## src/sv/tsm_pkg.sv

```systemverilog
`default_nettype none

package tsm_pkg;

    // element width, command width and default list depth
    localparam int DATA_W    = 32;
    localparam int CMD_W     = 2;
    localparam int DEPTH_DEF = 32;

    // command codes of an input transaction
    localparam logic [CMD_W-1:0] CMD_APPEND_FIRST  = 2'd0;
    localparam logic [CMD_W-1:0] CMD_APPEND_SECOND = 2'd1;
    localparam logic [CMD_W-1:0] CMD_MERGE         = 2'd2;

    typedef logic [CMD_W-1:0]         command_t;
    typedef logic signed [DATA_W-1:0] data_t;

    // controller states
    typedef enum logic
    {
        ST_IDLE,
        ST_MERGE
    } state_t;

    // controller to datapath
    typedef struct packed
    {
        logic append_first;
        logic append_second;
        logic prime;
        logic step;
    } ctl_t;

    // datapath to controller
    typedef struct packed
    {
        logic lists_empty;
        logic out_free;
        logic last_pick;
    } status_t;

endpackage

`default_nettype wire

```

## src/sv/tsm_if.sv

```systemverilog
`default_nettype none

// input channel: one command with its element
interface tsm_in_if;
    import tsm_pkg::*;

    logic     valid;
    logic     ready;
    command_t command;
    data_t    value;

    modport source (output valid, output command, output value, input ready);
    modport sink (input valid, input command, input value, output ready);
endinterface

// output channel: one merged element
interface tsm_out_if;
    import tsm_pkg::*;

    logic  valid;
    logic  ready;
    data_t value_res;
    logic  from_second;
    logic  last;

    modport source (output valid, output value_res, output from_second, output last,
                    input ready);
    modport sink (input valid, input value_res, input from_second, input last,
                  output ready);
endinterface

`default_nettype wire

```

## src/sv/tsm_ram.sv

```systemverilog
`default_nettype none

module tsm_ram #(
    parameter int WIDTH = 32,
    parameter int DEPTH = 32
) (
    input  wire logic                                    clk,
    input  wire logic                                    we,
    input  wire logic [((DEPTH > 1) ? $clog2(DEPTH) : 1)-1:0] waddr,
    input  wire logic [WIDTH-1:0]                        wdata,
    input  wire logic                                    re,
    input  wire logic [((DEPTH > 1) ? $clog2(DEPTH) : 1)-1:0] raddr,
    output logic      [WIDTH-1:0]                        rdata
);
    logic [WIDTH-1:0] mem [DEPTH];
    logic [WIDTH-1:0] rdata_reg;

    // write port
    always_ff @(posedge clk)
    begin
        if (we)
        begin
            mem[waddr] <= wdata;
        end
    end

    // registered read, held while re is low
    always_ff @(posedge clk)
    begin
        if (re)
        begin
            rdata_reg <= mem[raddr];
        end
    end

    assign rdata = rdata_reg;
endmodule

`default_nettype wire

```

## src/sv/tsm_ctrl.sv

```systemverilog
`default_nettype none

module tsm_ctrl (
    input  wire logic               clk,
    input  wire logic               rst_n,
    input  wire logic               items_valid,
    output logic                    items_ready,
    input  wire tsm_pkg::command_t  command,
    input  wire tsm_pkg::status_t   status,
    output tsm_pkg::ctl_t           ctl
);
    import tsm_pkg::*;

    state_t state_reg;
    state_t state_next;

    // state register
    always_ff @(posedge clk or negedge rst_n)
    begin
        if (!rst_n)
        begin
            state_reg <= ST_IDLE;
        end
        else
        begin
            state_reg <= state_next;
        end
    end

    // next state
    always_comb
    begin
        state_next = state_reg;
        unique case (state_reg)
            ST_IDLE:
            begin
                if (items_valid && command == CMD_MERGE && !status.lists_empty)
                begin
                    state_next = ST_MERGE;
                end
            end
            ST_MERGE:
            begin
                if (status.out_free && status.last_pick)
                begin
                    state_next = ST_IDLE;
                end
            end
            default:
            begin
                state_next = ST_IDLE;
            end
        endcase
    end

    // outputs
    always_comb
    begin
        items_ready = 1'b0;
        ctl         = '0;
        unique case (state_reg)
            ST_IDLE:
            begin
                items_ready = 1'b1;
                if (items_valid)
                begin
                    unique case (command)
                        CMD_APPEND_FIRST:  ctl.append_first  = 1'b1;
                        CMD_APPEND_SECOND: ctl.append_second = 1'b1;
                        CMD_MERGE:         ctl.prime         = 1'b1;
                        default:           ctl               = '0;
                    endcase
                end
            end
            ST_MERGE:
            begin
                ctl.step = status.out_free;
            end
            default:
            begin
                items_ready = 1'b0;
            end
        endcase
    end
endmodule

`default_nettype wire

```

## src/sv/tsm_datapath.sv

```systemverilog
`default_nettype none

module tsm_datapath #(
    parameter int DEPTH = tsm_pkg::DEPTH_DEF
) (
    input  wire logic             clk,
    input  wire logic             rst_n,
    input  wire tsm_pkg::data_t   value,
    input  wire tsm_pkg::ctl_t    ctl,
    output tsm_pkg::status_t      status,
    input  wire logic             out_ready,
    output logic                  out_valid,
    output tsm_pkg::data_t        value_res,
    output logic                  from_second,
    output logic                  last
);
    import tsm_pkg::*;

    localparam int CW = $clog2(DEPTH + 1);
    localparam int AW = (DEPTH > 1) ? $clog2(DEPTH) : 1;

    logic [CW-1:0] cnt_first_reg, cnt_first_next;
    logic [CW-1:0] cnt_second_reg, cnt_second_next;
    logic [CW-1:0] idx_first_reg, idx_first_next;
    logic [CW-1:0] idx_second_reg, idx_second_next;
    logic [CW-1:0] idx_first_inc, idx_second_inc;

    logic              out_valid_reg, out_valid_next;
    logic [DATA_W-1:0] value_res_reg;
    logic              from_second_reg;
    logic              last_reg;

    logic [DATA_W-1:0] head_first, head_second;
    logic              we_first, we_second;
    logic              re_first, re_second;
    logic [AW-1:0]     raddr_first, raddr_second;
    logic              first_has, second_has, pick_first, last_pick, out_free;

    // head selection
    assign idx_first_inc  = idx_first_reg + CW'(1);
    assign idx_second_inc = idx_second_reg + CW'(1);
    assign first_has      = idx_first_reg < cnt_first_reg;
    assign second_has     = idx_second_reg < cnt_second_reg;
    assign pick_first     = first_has &&
                            (!second_has || ($signed(head_first) < $signed(head_second)));
    assign last_pick      = pick_first ? (idx_first_inc == cnt_first_reg && !second_has)
                                       : (idx_second_inc == cnt_second_reg && !first_has);
    assign out_free       = !out_valid_reg || out_ready;

    assign status.lists_empty = (cnt_first_reg == '0) && (cnt_second_reg == '0);
    assign status.out_free    = out_free;
    assign status.last_pick   = last_pick;

    // list memory ports
    assign we_first     = ctl.append_first && (cnt_first_reg < CW'(DEPTH));
    assign we_second    = ctl.append_second && (cnt_second_reg < CW'(DEPTH));
    assign re_first     = ctl.prime || (ctl.step && pick_first);
    assign re_second    = ctl.prime || (ctl.step && !pick_first);
    assign raddr_first  = ctl.step ? idx_first_inc[AW-1:0] : idx_first_reg[AW-1:0];
    assign raddr_second = ctl.step ? idx_second_inc[AW-1:0] : idx_second_reg[AW-1:0];

    tsm_ram #(
        .WIDTH (DATA_W),
        .DEPTH (DEPTH)
    ) u_ram_first (
        .clk   (clk),
        .we    (we_first),
        .waddr (cnt_first_reg[AW-1:0]),
        .wdata (value),
        .re    (re_first),
        .raddr (raddr_first),
        .rdata (head_first)
    );

    tsm_ram #(
        .WIDTH (DATA_W),
        .DEPTH (DEPTH)
    ) u_ram_second (
        .clk   (clk),
        .we    (we_second),
        .waddr (cnt_second_reg[AW-1:0]),
        .wdata (value),
        .re    (re_second),
        .raddr (raddr_second),
        .rdata (head_second)
    );

    // counts and read indices
    always_comb
    begin
        cnt_first_next  = cnt_first_reg;
        cnt_second_next = cnt_second_reg;
        idx_first_next  = idx_first_reg;
        idx_second_next = idx_second_reg;
        if (we_first)
        begin
            cnt_first_next = cnt_first_reg + CW'(1);
        end
        if (we_second)
        begin
            cnt_second_next = cnt_second_reg + CW'(1);
        end
        if (ctl.step)
        begin
            if (last_pick)
            begin
                cnt_first_next  = '0;
                cnt_second_next = '0;
                idx_first_next  = '0;
                idx_second_next = '0;
            end
            else if (pick_first)
            begin
                idx_first_next = idx_first_inc;
            end
            else
            begin
                idx_second_next = idx_second_inc;
            end
        end
    end

    always_ff @(posedge clk or negedge rst_n)
    begin
        if (!rst_n)
        begin
            cnt_first_reg  <= '0;
            cnt_second_reg <= '0;
            idx_first_reg  <= '0;
            idx_second_reg <= '0;
        end
        else
        begin
            cnt_first_reg  <= cnt_first_next;
            cnt_second_reg <= cnt_second_next;
            idx_first_reg  <= idx_first_next;
            idx_second_reg <= idx_second_next;
        end
    end

    // output register
    always_comb
    begin
        out_valid_next = out_valid_reg;
        if (ctl.step)
        begin
            out_valid_next = 1'b1;
        end
        else if (out_ready)
        begin
            out_valid_next = 1'b0;
        end
    end

    always_ff @(posedge clk or negedge rst_n)
    begin
        if (!rst_n)
        begin
            out_valid_reg <= 1'b0;
        end
        else
        begin
            out_valid_reg <= out_valid_next;
        end
    end

    always_ff @(posedge clk)
    begin
        if (ctl.step)
        begin
            value_res_reg   <= pick_first ? head_first : head_second;
            from_second_reg <= !pick_first;
            last_reg        <= last_pick;
        end
    end

    assign out_valid   = out_valid_reg;
    assign value_res   = value_res_reg;
    assign from_second = from_second_reg;
    assign last        = last_reg;

    // a new element never overwrites one that is still waiting
    a_step_free: assert property (@(posedge clk) disable iff (!rst_n)
        ctl.step |-> (!out_valid_reg || out_ready))
        else $error("merge step while output transaction pending");

    // read indices stay within the filled part of each list
    a_idx_bound: assert property (@(posedge clk) disable iff (!rst_n)
        (idx_first_reg <= cnt_first_reg) && (idx_second_reg <= cnt_second_reg))
        else $error("read index beyond list count");

    // a merge step always has an element to emit
    a_step_has: assert property (@(posedge clk) disable iff (!rst_n)
        ctl.step |-> (first_has || second_has))
        else $error("merge step with both lists drained");

    // the final element empties both lists
    a_last_clear: assert property (@(posedge clk) disable iff (!rst_n)
        (ctl.step && last_pick) |=> (cnt_first_reg == '0) && (cnt_second_reg == '0))
        else $error("lists not emptied after final element");

    // counts never exceed the list depth
    a_cnt_bound: assert property (@(posedge clk) disable iff (!rst_n)
        (cnt_first_reg <= CW'(DEPTH)) && (cnt_second_reg <= CW'(DEPTH)))
        else $error("list count beyond depth");
endmodule

`default_nettype wire

```

## src/sv/two_way_sorted_merge_top.sv

```systemverilog
`default_nettype none

// channel   dir  handshake       payload
// items     in   valid / ready   command[1:0], value[31:0] signed
// results   out  valid / ready   value_res[31:0] signed, from_second, last
//
// appends are accepted while idle; an append to a full list is dropped
// a merge first fetches both list heads from the list RAMs, then one element
// leaves per cycle through the output register while results is not stalled
// items is not ready while a merge runs; a stall on results holds the merge loop
// rst_n clears the list counts and indices; list contents are not cleared

module two_way_sorted_merge_top #(
    parameter int DEPTH = tsm_pkg::DEPTH_DEF
) (
    input  wire logic clk,
    input  wire logic rst_n,
    tsm_in_if.sink    items,
    tsm_out_if.source results
);
    import tsm_pkg::*;

    ctl_t    ctl;
    status_t status;

    tsm_ctrl u_ctrl (
        .clk         (clk),
        .rst_n       (rst_n),
        .items_valid (items.valid),
        .items_ready (items.ready),
        .command     (items.command),
        .status      (status),
        .ctl         (ctl)
    );

    tsm_datapath #(
        .DEPTH (DEPTH)
    ) u_datapath (
        .clk         (clk),
        .rst_n       (rst_n),
        .value       (items.value),
        .ctl         (ctl),
        .status      (status),
        .out_ready   (results.ready),
        .out_valid   (results.valid),
        .value_res   (results.value_res),
        .from_second (results.from_second),
        .last        (results.last)
    );
endmodule

`default_nettype wire
```

## src/flat_wrapper.sv

```systemverilog
// flat-port wrapper written by rule: the top's interface ports become plain ports
module two_way_sorted_merge_top_flat import tsm_pkg::*;
#(
    parameter int DEPTH = tsm_pkg::DEPTH_DEF
)
  (clk, rst_n, items_valid, items_command, items_value, items_ready, results_valid, results_value_res, results_from_second, results_last, results_ready);
  tsm_in_if items_i ();
  tsm_out_if results_i ();
  input  wire logic clk;
  input  wire logic rst_n;
  input wire logic [$bits(items_i.valid)-1:0] items_valid;
  input wire logic [$bits(items_i.command)-1:0] items_command;
  input wire logic [$bits(items_i.value)-1:0] items_value;
  output wire logic [$bits(items_i.ready)-1:0] items_ready;
  output wire logic [$bits(results_i.valid)-1:0] results_valid;
  output wire logic [$bits(results_i.value_res)-1:0] results_value_res;
  output wire logic [$bits(results_i.from_second)-1:0] results_from_second;
  output wire logic [$bits(results_i.last)-1:0] results_last;
  input wire logic [$bits(results_i.ready)-1:0] results_ready;
  assign items_i.valid = items_valid;
  assign items_i.command = items_command;
  assign items_i.value = items_value;
  assign items_ready = items_i.ready;
  assign results_valid = results_i.valid;
  assign results_value_res = results_i.value_res;
  assign results_from_second = results_i.from_second;
  assign results_last = results_i.last;
  assign results_i.ready = results_ready;
  two_way_sorted_merge_top #(.DEPTH(DEPTH)) u_core (.clk(clk), .rst_n(rst_n), .items(items_i), .results(results_i));
endmodule
```

## config.mk

```make
export PLATFORM = sky130hd
export DESIGN_NAME = two_way_sorted_merge_top_flat
export DESIGN_NICKNAME = d
export VERILOG_FILES = /design/src/sv/tsm_pkg.sv /design/src/sv/tsm_if.sv /design/src/sv/tsm_ram.sv /design/src/sv/tsm_ctrl.sv /design/src/sv/tsm_datapath.sv /design/src/sv/two_way_sorted_merge_top.sv /design/src/flat_wrapper.sv
export SDC_FILE = /design/constraint.sdc
export NUM_CORES = 2
export LEC_CHECK = 0
export CAP_MARGIN = 20
export CELL_PAD_IN_SITES_DETAIL_PLACEMENT = 0
export CELL_PAD_IN_SITES_GLOBAL_PLACEMENT = 1
export CORE_MARGIN = 2
export CORE_UTILIZATION = 57
export CTS_BUF_LIST = sky130_fd_sc_hd__clkbuf_16
export DETAILED_ROUTE_END_ITERATION = 10
export DONT_BUFFER_PORTS = 1
export GPL_TIMING_DRIVEN = 0
export PLACE_DENSITY = 0.76
export REMOVE_ABC_BUFFERS = 1
export SETUP_SLACK_MARGIN = 0.3
export SKIP_LAST_GASP = 1
export SLEW_MARGIN = 5
export SYNTH_ARGS = -nofsm -noshare
export SYNTH_HDL_FRONTEND = slang
export SYNTH_SLANG_ARGS = --single-unit
export TNS_END_PERCENT = 5
```

## constraint.sdc

```tcl
create_clock -name clk -period 6 [get_ports clk]
set_input_delay 0.9 -clock clk [delete_from_list [all_inputs] [get_ports clk]]
set_output_delay 0.9 -clock clk [all_outputs]
set_load 0.01 [all_outputs]
```

==> summary.txt <==
Power
  • Leak: roughly 31 nW
  • Peak VDD IR: roughly 0.42 mV
  • Tot Pwr: between 0.05 and 0.06 W
  • Power per Cell Area: ~530 nW/um^2

Routing
  • Post-DR wirelength/cell: 35.6 microns
  • Antenna Nets Post-Route: 0
  • 1st-iter DRT viols: about 5,600
  • 1st-pass router iterations: 5
  • Drt via density: between 6 and 7
  • Residual DRC count: 0
  • DR vias: ~40,000
  • Post-Route WL: slightly above 200,000 microns

Synth
  • Cells after synthesis: about 3,500
  • Sequential area share after synthesis: 0.777
  • Number of flops mapped to enable cells by yosys: around 2,100
  • Ys flop type: edfxtp_1
  • Synthesized flop and latch total: 2,172
  • Area contributors post-synth: edfxtp_1 (77%), mux4_2 (17%), mux2_2 (1.3%), ha_1 (0.79%), dfrtp_1 (0.78%)
  • Yosys cell types: 55
  • Ys Warns: 0
  • Top cell type's share of synthesized area: 0.769
  • Cell taking the most area after synthesis: edfxtp_1
  • Fraction of registers with async set/reset: 0.0120
  • Netlist Area Pre-Place: roughly 84,000 sq um
  • Post-Syn Area per Cell: around 24 sq um

GRT
  • GR Util met3: 0.0637
  • Overflow after GRT: 0
  • Vias in the first global route: about 40,000
  • Busiest layer in global routing: met2
  • Global Route Usage Sum: 0.280
  • Number of antenna violations at the first check in global routing: 7
  • Met1 Resource Use GR: 0.417
  • Largest net degree at the start of global routing: 65
  • First-pass GRT wire length: 294,000 microns
  • M2 GR Usage: 0.425

STA
  • Setup Total Neg Slack: 0 ns
  • Slew @ Worst Pin: between 1 and 1.5 ns
  • Fmax: about 0.2 GHz
  • Max Clock Skew: a little under 0.03 ns
  • Final hold viol count: 0
  • Endpoints failing setup: 0
  • Worst slew margin: 0.291
  • Final Cycle Share: 0.810
  • Setup WS post-layout: between 1 and 1.5 ns
  • Slew Viols, Final: 0
  • Final min period: between 4 and 5 ns
  • Unrepaired setup endpoints after global routing: no

Worst setup path
  • Reg2reg path depth: 15
  • CP endpoint kind: register
  • Crit path from: u_core.u_datapath.out_valid
  • Worst R2R Setup Slack: 1.14 ns
  • Worst-path fanout max: 13
  • CP Launch Type: register
  • Worst EP arrival: approximately 5.4 ns
  • Reg-to-Reg End: u_core.u_datapath.u_ram_second.rdata[18]
  • Worst endpoint required time: 6.55 ns
  • Setup CP Type: register to register
  • R2r startpoint: u_core.u_datapath.out_valid

Worst hold path
  • HP Start: items_value[25]
  • Worst hold path depth: 0
  • Worst min path class: primary input to register
  • Hold endpoint: u_core.u_datapath.u_ram_first.mem[19][25]

Finish
  • Fillers: roughly 8,700
  • Commonest non-fill, non-tap cell in the layout: edfxtp_1
  • Top flop regs: u_core.u_datapath.u_ram_first.mem x1024, u_core.u_datapath.u_ram_second.mem x1024
  • Sequential cell area: roughly 65,000 sq um
  • Nets: between 3,000 and 4,000
  • Final instance area: 97,200 sq um
  • Commonest cells after routing, fill and taps aside: edfxtp_1 (2,146), mux4_2 (640), clkbuf_16 (213)
  • Fin cells: 5,821
  • Layout cells sized above 1: 0.343
  • Synth-to-Final Area Change: 16.0%
  • Multi-input logic area: 18,400 sq um

CTS
  • # H-tree levels: 4
  • Clk buf depth: 3
  • CTS tree: built
  • Clk_lat worst skew: roughly 0.84 ns
  • TritonCTS buffer count: between 200 and 250
  • Resized cells post-CTS: 0
  • Clock Sinks: about 2,200
  • Clk root buf: clkbuf_16
  • Clock transition at path regs: ~0.06 ns
  • # Post-CTS Setup Buffers: 0

Floorplan
  • Die Ht: between 300 and 400 microns
  • Core Area: around 150,000 sq um
  • # rows: between 100 and 150
  • I/O Pins: between 70 and 80
  • Die footprint: ~150,000 sq um
  • Initial Utilization: 0.575
  • Die Wd: 387 microns

Place
  • Final GP Congestion: approximately 0.79
  • Area after DPL: around 90,000 sq um
  • Post-Place Cells: approximately 5,400
  • HPWL after DPL: roughly 130,000 microns
  • Pre-CTS setup slack: roughly 0.54 ns
  • IO buf count: 0

Flow run
  • Max-cap violation count: 0

Outcome
  • Outcome: complete, no violations
[layer usage]
metal	share of wire	vias up
met2	0.47	2335
met4	0.026	0
met3	0.11	342
met1	0.39	21438
li1	-	15434
met5	0	-
[how the worst max path moves through the flow]
stage	to	slack (ns)	depth (start not counted)
after floorplan	u_core.u_datapath.u_ram_second.rdata[0]	-21.05	7
after global placement	u_core.u_datapath.u_ram_second.rdata[13]	-31.10	7
after detailed placement	u_core.u_datapath.u_ram_second.rdata[18]	0.54	15
after CTS	u_core.u_datapath.u_ram_second.rdata[18]	1.08	15
after global routing	u_core.u_datapath.u_ram_second.rdata[18]	0.88	15
final	u_core.u_datapath.u_ram_second.rdata[18]	1.14	15
[power by group]
| part | internal (W) | switching [W] | total (W) |
|---|---|---|---|
| sequential | 0.0176 | 0.000514 | 0.0181 |
| clock | 0.00734 | 0.00558 | 0.0129 |
| combinational | 0.0106 | 0.00941 | 0.0200 |
| total | 0.0356 | 0.0155 | 0.0511 |
[layout make-up]
type,instances,share of cell area
Antenna cell,2,0.0000515
Clock buffer,213,0.0549
Clock inverter,170,0.0146
Inverter,52,0.00201
Multi-Input combinational cell,1083,0.189
Sequential cell,2172,0.670
Tap cell,1917,0.0247
Timing Repair Buffer,212,0.0446
[cell families after synthesis]
kind of cell / Yosys count / share of synthesized area
buf+inv: 210 / 0.0109
compound gates: 62 / 0.00476
flops: 2172 / 0.777
simple gates: 194 / 0.0105
fa+ha+maj: 53 / 0.00791
mux: 742 / 0.186
xor+xnor: 32 / 0.00343
[cell usage after synthesis, drive strengths merged, types with 2 or more instances]
library cell,instances
mux2,97
clkinv,2
a2111oi,2
a31oi,3
or2,2
buf,98
o211ai,3
or4,5
xor2,7
nand2b,2
o21a,3
clkbuf,60
and4,2
nand4,12
nor2,93
a21o,2
nand2,39
o31a,2
inv,50
a41oi,2
edfxtp,2146
nor4b,2
nor3,7
nor2b,3
a221oi,2
xnor2,25
ha,53
dfrtp,26
mux4,640
a21boi,2
nand3,21
a21oi,23
and3,3
mux2i,5
o21ai,10
[stage by stage]
stage	hold WS, ns	util
final	0.165	0.667
after detailed placement	0.525	0.620
after CTS	0.110	0.667
after floorplan	0.486	-
after global placement	0.530	0.586
after global routing	0.134	0.667
[worst max-delay path, cell delays in order, from the launching register on]
cell      delay [ns]
dfrtp_1         0.40
nand2b_2        0.10
nand2_2         0.27
inv_2           0.28
xnor2_2         0.50
buf_8           0.24
buf_6           0.21
buf_8           0.19
buf_6           0.21
buf_8           0.19
buf_6           0.21
buf_16          0.17
buf_8           0.16
mux4_2          0.51
mux4_2          0.54
mux2_2          0.36
[timing repair]
item | 4_1_cts | 5_1_grt
setup endpoints to repair | 0 | 0
endpoints found under the hold margin | 26 | 0
hold buffers | 2 | 0
No activity file was read; power rests on OpenSTA's default activity.
